<file path="src/rtl/core/assert_macros.svh">
// Assertion macros for the matrix inverse controller.
`ifndef ASSERT_MACROS_SVH
`define ASSERT_MACROS_SVH

// Check on every clock edge outside reset.
`define MI4_ASSERT(lbl, prop, msg) \
  lbl: assert property (@(posedge clk_i) disable iff (!rst_ni) prop) else $error(msg);

// Check on every clock edge, reset included.
`define MI4_ASSERT_ALWAYS(lbl, prop, msg) \
  lbl: assert property (@(posedge clk_i) prop) else $error(msg);

`endif

</file>
<file path="src/rtl/core/mi4_pkg.sv">
// Types, constants and address helpers for the 4x4 matrix inverse.
`default_nettype none

package mi4_pkg;

  localparam int DATA_WIDTH = 32;
  localparam int FRAC_BITS  = 16;
  // signed cofactor width
  localparam int CW  = 3 * DATA_WIDTH + 2;
  // accumulator / determinant width
  localparam int AW  = 4 * DATA_WIDTH + 3;
  // quotient bits kept below the overflow bit
  localparam int QB  = DATA_WIDTH + 1;
  // divider remainder and shifted divisor width
  localparam int DSW = 4 * DATA_WIDTH + 2 * FRAC_BITS + QB + 3;
  localparam int NCW = $clog2(QB + 1);

  typedef enum logic [3:0] {
    ST_LOAD,
    ST_COF,
    ST_COF_ST,
    ST_DET,
    ST_DET_FIN,
    ST_DIV_RD,
    ST_DIV_ABS,
    ST_DIV_INIT,
    ST_DIV_STEP,
    ST_EMIT
  } fsm_e;

  typedef enum logic [1:0] {
    MUL_AB,
    MUL_LO,
    MUL_HI,
    MUL_LIMB
  } mul_sel_e;

  typedef enum logic [1:0] {
    ACC_HOLD,
    ACC_CLR,
    ACC_ADD,
    ACC_SUB
  } acc_op_e;

  typedef struct packed {
    logic       wr_en;
    logic [3:0] wr_addr;
    logic [3:0] rd_addr;
    logic [3:0] cof_addr;
    logic       cof_we;
    mul_sel_e   mul_sel;
    logic [1:0] limb;
    logic       ld_opa;
    logic       ld_prod;
    acc_op_e    acc_op;
    logic [1:0] acc_shift;
    logic       det_ld;
    logic       div_abs;
    logic       div_init;
    logic       div_step;
    logic       out_ld;
    logic [3:0] out_index;
  } cmd_t;

  typedef struct packed {
    logic det_zero;
    logic out_hold;
  } sts_t;

  // i-th index of 0..3 with x left out
  function automatic logic [1:0] skip_idx(logic [1:0] x, logic [1:0] i);
    return (i < x) ? i : (i + 2'd1);
  endfunction

  // column pick of row i for permutation t of three
  function automatic logic [1:0] perm_col(logic [2:0] t, logic [1:0] i);
    logic [5:0] p;
    case (t)
      3'd0:    p = {2'd2, 2'd1, 2'd0};
      3'd1:    p = {2'd0, 2'd2, 2'd1};
      3'd2:    p = {2'd1, 2'd0, 2'd2};
      3'd3:    p = {2'd1, 2'd2, 2'd0};
      3'd4:    p = {2'd0, 2'd1, 2'd2};
      3'd5:    p = {2'd2, 2'd0, 2'd1};
      default: p = {2'd2, 2'd1, 2'd0};
    endcase
    case (i)
      2'd0:    return p[1:0];
      2'd1:    return p[3:2];
      default: return p[5:4];
    endcase
  endfunction

  // storage address of factor i of term t for the cofactor at k = row*4 + col
  function automatic logic [3:0] cof_elem_addr(logic [3:0] k, logic [2:0] t, logic [1:0] i);
    logic [1:0] row;
    logic [1:0] col;
    row = skip_idx(k[3:2], i);
    col = skip_idx(k[1:0], perm_col(t, i));
    return {col, row};
  endfunction

endpackage

`default_nettype wire

</file>
<file path="src/rtl/core/mi4_ctrl.sv">
// Controller: load, cofactor, determinant, divide and emit sequencing.
`default_nettype none

module mi4_ctrl
  import mi4_pkg::*;
(
  input  wire logic clk_i,
  input  wire logic rst_ni,
  input  wire logic in_valid_i,
  output logic      in_stall_o,
  input  wire sts_t sts_i,
  output cmd_t      cmd_o
);

`include "assert_macros.svh"

  fsm_e           state_q, state_d;
  logic [3:0]     lc_q, lc_d;
  logic [3:0]     k_q, k_d;
  logic [2:0]     t_q, t_d;
  logic [2:0]     s_q, s_d;
  logic [NCW-1:0] n_q, n_d;
  logic           accept;
  logic           term_sub;

  assign in_stall_o = (state_q != ST_LOAD);
  assign accept     = in_valid_i & ~in_stall_o;
  assign term_sub   = (t_q >= 3'd3) ^ k_q[2] ^ k_q[0];

  always_comb begin
    state_d = state_q;
    lc_d    = lc_q;
    k_d     = k_q;
    t_d     = t_q;
    s_d     = s_q;
    n_d     = n_q;
    case (state_q)
      ST_LOAD: begin
        if (accept) begin
          lc_d = lc_q + 4'd1;
          if (lc_q == 4'd15) begin
            state_d = ST_COF;
            k_d     = '0;
            t_d     = '0;
            s_d     = '0;
          end
        end
      end
      ST_COF: begin
        if (s_q == 3'd5) begin
          s_d = '0;
          if (t_q == 3'd5) begin
            t_d     = '0;
            state_d = ST_COF_ST;
          end else begin
            t_d = t_q + 3'd1;
          end
        end else begin
          s_d = s_q + 3'd1;
        end
      end
      ST_COF_ST: begin
        k_d = k_q + 4'd1;
        s_d = '0;
        state_d = (k_q == 4'd15) ? ST_DET : ST_COF;
      end
      ST_DET: begin
        if (s_q == 3'd5) begin
          s_d = '0;
          if (k_q == 4'd3) begin
            k_d     = '0;
            state_d = ST_DET_FIN;
          end else begin
            k_d = k_q + 4'd1;
          end
        end else begin
          s_d = s_q + 3'd1;
        end
      end
      ST_DET_FIN:  state_d = ST_DIV_RD;
      ST_DIV_RD:   state_d = sts_i.det_zero ? ST_EMIT : ST_DIV_ABS;
      ST_DIV_ABS:  state_d = ST_DIV_INIT;
      ST_DIV_INIT: begin
        n_d     = '0;
        state_d = ST_DIV_STEP;
      end
      ST_DIV_STEP: begin
        n_d = n_q + NCW'(1);
        if (n_q == NCW'(QB)) begin
          state_d = ST_EMIT;
        end
      end
      ST_EMIT: begin
        if (!sts_i.out_hold) begin
          k_d     = k_q + 4'd1;
          state_d = (k_q == 4'd15) ? ST_LOAD : ST_DIV_RD;
        end
      end
      default: state_d = ST_LOAD;
    endcase
  end

  always_comb begin
    cmd_o           = '0;
    cmd_o.mul_sel   = MUL_AB;
    cmd_o.acc_op    = ACC_HOLD;
    cmd_o.wr_addr   = lc_q;
    cmd_o.out_index = k_q;
    case (state_q)
      ST_LOAD: cmd_o.wr_en = accept;
      ST_COF: begin
        case (s_q)
          3'd0: begin
            cmd_o.rd_addr = cof_elem_addr(k_q, t_q, 2'd0);
            cmd_o.acc_op  = (t_q == 3'd0) ? ACC_CLR : ACC_HOLD;
          end
          3'd1: begin
            cmd_o.rd_addr = cof_elem_addr(k_q, t_q, 2'd1);
            cmd_o.ld_opa  = 1'b1;
          end
          3'd2: begin
            cmd_o.rd_addr = cof_elem_addr(k_q, t_q, 2'd2);
            cmd_o.mul_sel = MUL_AB;
          end
          3'd3: begin
            cmd_o.rd_addr = cof_elem_addr(k_q, t_q, 2'd2);
            cmd_o.mul_sel = MUL_LO;
            cmd_o.ld_prod = 1'b1;
          end
          3'd4: begin
            cmd_o.rd_addr   = cof_elem_addr(k_q, t_q, 2'd2);
            cmd_o.mul_sel   = MUL_HI;
            cmd_o.acc_op    = term_sub ? ACC_SUB : ACC_ADD;
            cmd_o.acc_shift = 2'd0;
          end
          default: begin
            cmd_o.acc_op    = term_sub ? ACC_SUB : ACC_ADD;
            cmd_o.acc_shift = 2'd1;
          end
        endcase
      end
      ST_COF_ST: begin
        cmd_o.cof_we   = 1'b1;
        cmd_o.cof_addr = k_q;
      end
      ST_DET: begin
        cmd_o.rd_addr  = {2'b00, k_q[1:0]};
        cmd_o.cof_addr = {k_q[1:0], 2'b00};
        cmd_o.mul_sel  = MUL_LIMB;
        case (s_q)
          3'd0: cmd_o.acc_op = (k_q == 4'd0) ? ACC_CLR : ACC_HOLD;
          3'd1: cmd_o.limb = 2'd0;
          3'd2: begin
            cmd_o.limb   = 2'd1;
            cmd_o.acc_op = ACC_ADD;
          end
          3'd3: begin
            cmd_o.limb      = 2'd2;
            cmd_o.acc_op    = ACC_ADD;
            cmd_o.acc_shift = 2'd1;
          end
          3'd4: begin
            cmd_o.limb      = 2'd3;
            cmd_o.acc_op    = ACC_ADD;
            cmd_o.acc_shift = 2'd2;
          end
          default: begin
            cmd_o.acc_op    = ACC_ADD;
            cmd_o.acc_shift = 2'd3;
          end
        endcase
      end
      ST_DET_FIN: cmd_o.det_ld = 1'b1;
      ST_DIV_RD:  cmd_o.cof_addr = k_q;
      ST_DIV_ABS: begin
        cmd_o.cof_addr = k_q;
        cmd_o.div_abs  = 1'b1;
      end
      ST_DIV_INIT: cmd_o.div_init = 1'b1;
      ST_DIV_STEP: cmd_o.div_step = 1'b1;
      ST_EMIT:     cmd_o.out_ld   = ~sts_i.out_hold;
      default:     cmd_o.wr_en    = 1'b0;
    endcase
  end

  always_ff @(posedge clk_i or negedge rst_ni) begin
    if (!rst_ni) begin
      state_q <= ST_LOAD;
      lc_q    <= '0;
      k_q     <= '0;
      t_q     <= '0;
      s_q     <= '0;
      n_q     <= '0;
    end else begin
      state_q <= state_d;
      lc_q    <= lc_d;
      k_q     <= k_d;
      t_q     <= t_d;
      s_q     <= s_d;
      n_q     <= n_d;
    end
  end

  `MI4_ASSERT(a_load_done, (accept && lc_q == 4'd15) |=> (state_q == ST_COF), "no compute start")
  `MI4_ASSERT(a_no_emit_on_hold, cmd_o.out_ld |-> !sts_i.out_hold, "load over held result")
  `MI4_ASSERT(a_last_returns, (cmd_o.out_ld && k_q == 4'd15) |=> (state_q == ST_LOAD), "no reload")
  `MI4_ASSERT(a_count_idle, (lc_q == 4'd0) || (state_q == ST_LOAD), "count outside loading")

endmodule

`default_nettype wire

</file>
<file path="config.mk">
export PLATFORM = sky130hd
export DESIGN_NAME = mi4_ctrl
export DESIGN_NICKNAME = d
export VERILOG_FILES = /design/src/rtl/core/mi4_pkg.sv /design/src/rtl/core/mi4_ctrl.sv
export VERILOG_INCLUDE_DIRS = /design/src /design/src/rtl/core
export SDC_FILE = /design/constraint.sdc
export NUM_CORES = 1
export LEC_CHECK = 0
export BUFFER_PORTS_ARGS = -buffer_cell sky130_fd_sc_hd__buf_2
export CORE_ASPECT_RATIO = 1.4
export CORE_MARGIN = 1
export CORE_UTILIZATION = 51
export DETAILED_ROUTE_END_ITERATION = 7
export MAX_ROUTING_LAYER = met4
export PLACE_DENSITY_LB_ADDON = 0.08
export SLEW_MARGIN = 40
export SYNTH_ARGS = -nofsm -noshare
export SYNTH_HDL_FRONTEND = slang
export SYNTH_SLANG_ARGS = --single-unit
</file>
<file path="constraint.sdc">
create_clock -name clk_i -period 2.47 [get_ports clk_i]
set_input_delay 0.1235 -clock clk_i [delete_from_list [all_inputs] [get_ports clk_i]]
set_output_delay 0.1235 -clock clk_i [all_outputs]
set_load 0.02 [all_outputs]
</file>
After elaboration in Yosys (flattened, before gate mapping) --
Cells that the tools add are included.
Storage, ports and cells: bits of input ports 5, register bits 24
Cells by class: multiplexer cells 70, reductions and logical operators 19, add/sub/neg operators 10, bitwise gates (word level) 5, equal/unequal tests 31, $lt $le $gt $ge 9
Operators with widths (number):
- $mux 4 | 14
- $pmux 4 s10 | 1
- $mux 2 | 19
- $pmux 6 s5 | 1
- $pmux 4 s2 | 3
- $pmux 4 s5 | 1
- $mux 3 | 6
- $eq 4x3->1 const B | 4
- $eq 4x4->1 const B | 4
- $ne 2x2->1 const B | 8
- $pmux 2 s2 | 4
- $pmux 4 s4 | 1
- $mux 1 | 15
- $eq 3x2->1 const B | 4
- $eq 3x3->1 const B | 4
- $eq 4x2->1 const B | 3
- $pmux 2 s3 | 2
- $pmux 6 s2 | 1
- $add 2x1->2 const B | 5
- $lt 2x2->1 | 5
- $pmux 3 s3 | 1
- $reduce_or 3->1 | 3
- $add 4x1->4 const B | 2
- $logic_not 4->1 | 2
- other kinds (23) | 31

Longest topological paths before layout --
depth in word-level cells 8, gate-level depth with buffers 13

Worst setup path after synthesis --
OpenSTA, ideal clock, no wires.
kind register to output, from register t_q[2], to output cmd_o[27] (netlist name), data required time 2346 ps, stages on the path, launching flop included 14, path slack -363 ps, data arrival time 2709 ps, cell sequence dfrtp_1 clkbuf_1 clkbuf_1 inv_1 ha_1 clkbuf_1 o21ai_0 nand2_1 o21ai_0 ha_1 nor2_1 o22ai_1 a221o_1 a21oi_1
RTL lines:
- start, declared | RTL line mi4_ctrl.sv:20 | logic [2:0] t_q, t_d;
- start signal, assigned | RTL line mi4_ctrl.sv:198 | t_q <= t_d;
- end, declared | RTL line mi4_ctrl.sv:12 | output cmd_t cmd_o

==> metrics.cfg <==
[final_layout]
area_delta_synth_final_pct=20.2
post_route_cells_drive_above_1_share_pct=27.0
antenna_cells=0
final_area_um2=2540
n_fill_cell=352
fin_nets=326

[setup_path]
worstReg2RegStart=lc_q[0]
startpoint_type=flip-flop
worstRegToRegCells=6
rr_endpoint=state_q[3]
critPathCaptureType=output pin
critPathLaunch=t_q[0]
worst-setup-path-type=reg2out
cp.required_ps=2350
cp.arrival_ps=2280
r2r_slack_ps=390
critPathMaxFanout=4

[global_route]
antenna_found_initial=0
grt_use_total_pct=25.6
gr-total-overflow=0
grt_pass1_vias=1941
grt_pass1_wl_mm=8.85
grt_max_degree=25

[sta]
rsz0062_at_grt=yes
fmax_mhz=416
fin_setup_tns_ps=0
fin_crit_sh_pct=97.3
setup_viol=0
slew_viol_final=0
period_minus_slack_ps=2400
slew_headroom_pct=54.9
hold_violations=0
finClkSkew_ps=3.30
tightestPinTransition_ps=667

[cts]
cts.sinks=24
clk_pin_slew_ps=80
cts_tree=done
root_buffer=clkbuf_8
cts_max_path_buffers=2
htree_levels=1
clk-insertion-delay-late_ps=270
cts_made_buffers=3

[pwr]
p_leak_uw=0.00118
finalPower_uw=3310
powerDensity_nw_per_um2=1300
ir_drop_mv=0.943

[synthesis]
ys_seq_elements=24
synth_area_um2=2110
synthArstFlopShare_pct=100
synth_most_common_cell=o21ai_0
yosys.cell_types.count=53
yosysTopAreaCell=dfrtp_1
synth.avg_cell_area_um2=7.83
yosysSeqAreaShare_pct=28.4
synthFlopType=dfrtp_1
synthTopCellsByCount=31 x o21ai_0, 25 x nor2_1, 24 x dfrtp_1
synth_top_area_share_pct=28.4
synth_fp_nets=284
synth.area.top_cells=dfrtp_1 28%, o21ai_0 7.3%, ha_1 5.3%, nor2_1 4.4%, nand2_1 4.1%
ys.warnings.count=0
syn_inst=270
synth_edf_count=0

[route]
drtAntennaViolNets=0
drc_errors=0
drt-pass1-iter-count=5
vias=2079
drtIter0Drc=129
wl_mm=5.13
post_drt_wl_per_cell_um=14.5
routed_via_density=5.87

[die]
pin_count=39
fp.coreArea_um2=3950
dieArea_um2=4410
die_w_um=56.4
chipHeight_um=78.2
start_util_pct=53.5
rows=27

[worst_hold_path]
hp-class=in2reg
hold-path-cell-count=4
hp-start=sts_i[1]
min_delay_worst_endpoint=state_q[2]

[placed_design]
place.gp.congestion=0.938
io_buffers=38
dpl_cell_area_um2=2380
post-dp-hpwl_mm=3.81

[status]
status=finished clean

[run]
cap_violations=0

## per-layer routing
metal / global-route usage [%] / part of all wire (%) / vias up
met5: - / 0 / -
met4: 8.54 / 1.8 / 0
met3: 1.65 / 3.8 / 9
met2: 44.0 / 51 / 55
met1: 31.9 / 43 / 965
li1: - / - / 1050
## layout by cell type (no fill, tap or decap), drive strengths merged, types with 4 or more instances in the layout
cell type	n
nor3	10
clkbuf	4
xnor2	7
o21a	4
o21ai	31
nor2b	6
nand3	9
nor2	26
nand2b	10
nand4	5
o22ai	5
ha	9
nand3b	4
dfrtp	24
inv	13
mux2	6
nand2	24
buf	56
a21oi	14
a22oi	6
## sequential cells by signal, indices dropped and copies added (netlist names)
| name | count |
|---|---|
| t_q | 3 |
| lc_q | 4 |
| state_q | 4 |
| s_q | 3 |
| k_q | 4 |
| n_q | 6 |
## where the power goes
group          switching (uW)  internal (uW)
Combinational            1320            993
Clock                     123            142
Sequential                214            512
Total                    1660           1650
## worst max-delay path, stage by stage (launching register included)
cell	delay [ps]
dfrtp_1	400
inv_2	90
nor2_4	50
ha_4	160
o21ai_2	120
nand2_1	60
o21ai_1	70
ha_1	260
nor2_2	110
o22ai_1	80
a221o_1	330
a21oi_4	130
buf_6	130
## stage by stage
step / hold slack (ps) / utilization, % / cells / setup WS (ps)
after floorplan: -172 / - / 270 / 8.15
after global placement: 140 / 60.2 / 344 / 140
after detailed placement: 143 / 60.2 / 344 / 116
after CTS: 218 / 63.8 / 354 / 6.30
after global routing: 271 / 64.3 / 354 / -38.0
final: 223 / 64.3 / 354 / 67.7
## cells by family (layout without fill, tap and decap cells)
kind of cell,Yosys count,in the layout,synth area share (%)
and+or+nand+nor,106,106,26.6
AOI/OAI and AO/OA,81,81,24.6
buffers and inverters,33,74,6.63
DFF,24,24,28.4
adders and majority gates,9,9,5.33
muxes,9,9,5.15
xor gates and xnor gates,8,8,3.31
## what timing repair did
action	CTS	global route
endpoints found under the hold margin	24	0
hold buffers	1	0
resized for setup	13	4
pin swaps	8	6
buffers inserted	5	0
setup endpoints to repair	2	3
## how the worst max path moves through the flow
stage                      endpoint  slack, ps  cells after the start
after floorplan           cmd_o[27]          8                     13
after global placement    cmd_o[27]        140                     10
after detailed placement  cmd_o[27]        120                     12
after CTS                 cmd_o[27]          6                     12
after global routing      cmd_o[27]        -40                     12
final                     cmd_o[27]         70                     12
## layout make-up
type                       instances  area [um^2]  share of cell area (%)
multi-input combinational        213         1440                    56.5
timing repair buffer              57          348                    13.7
clock buffer                       4         55.1                    2.17
inverter                          13         48.8                    1.92
tap                               43         53.8                    2.12
sequential                        24          601                    23.6
No activity file was read; power rests on OpenSTA's default activity.
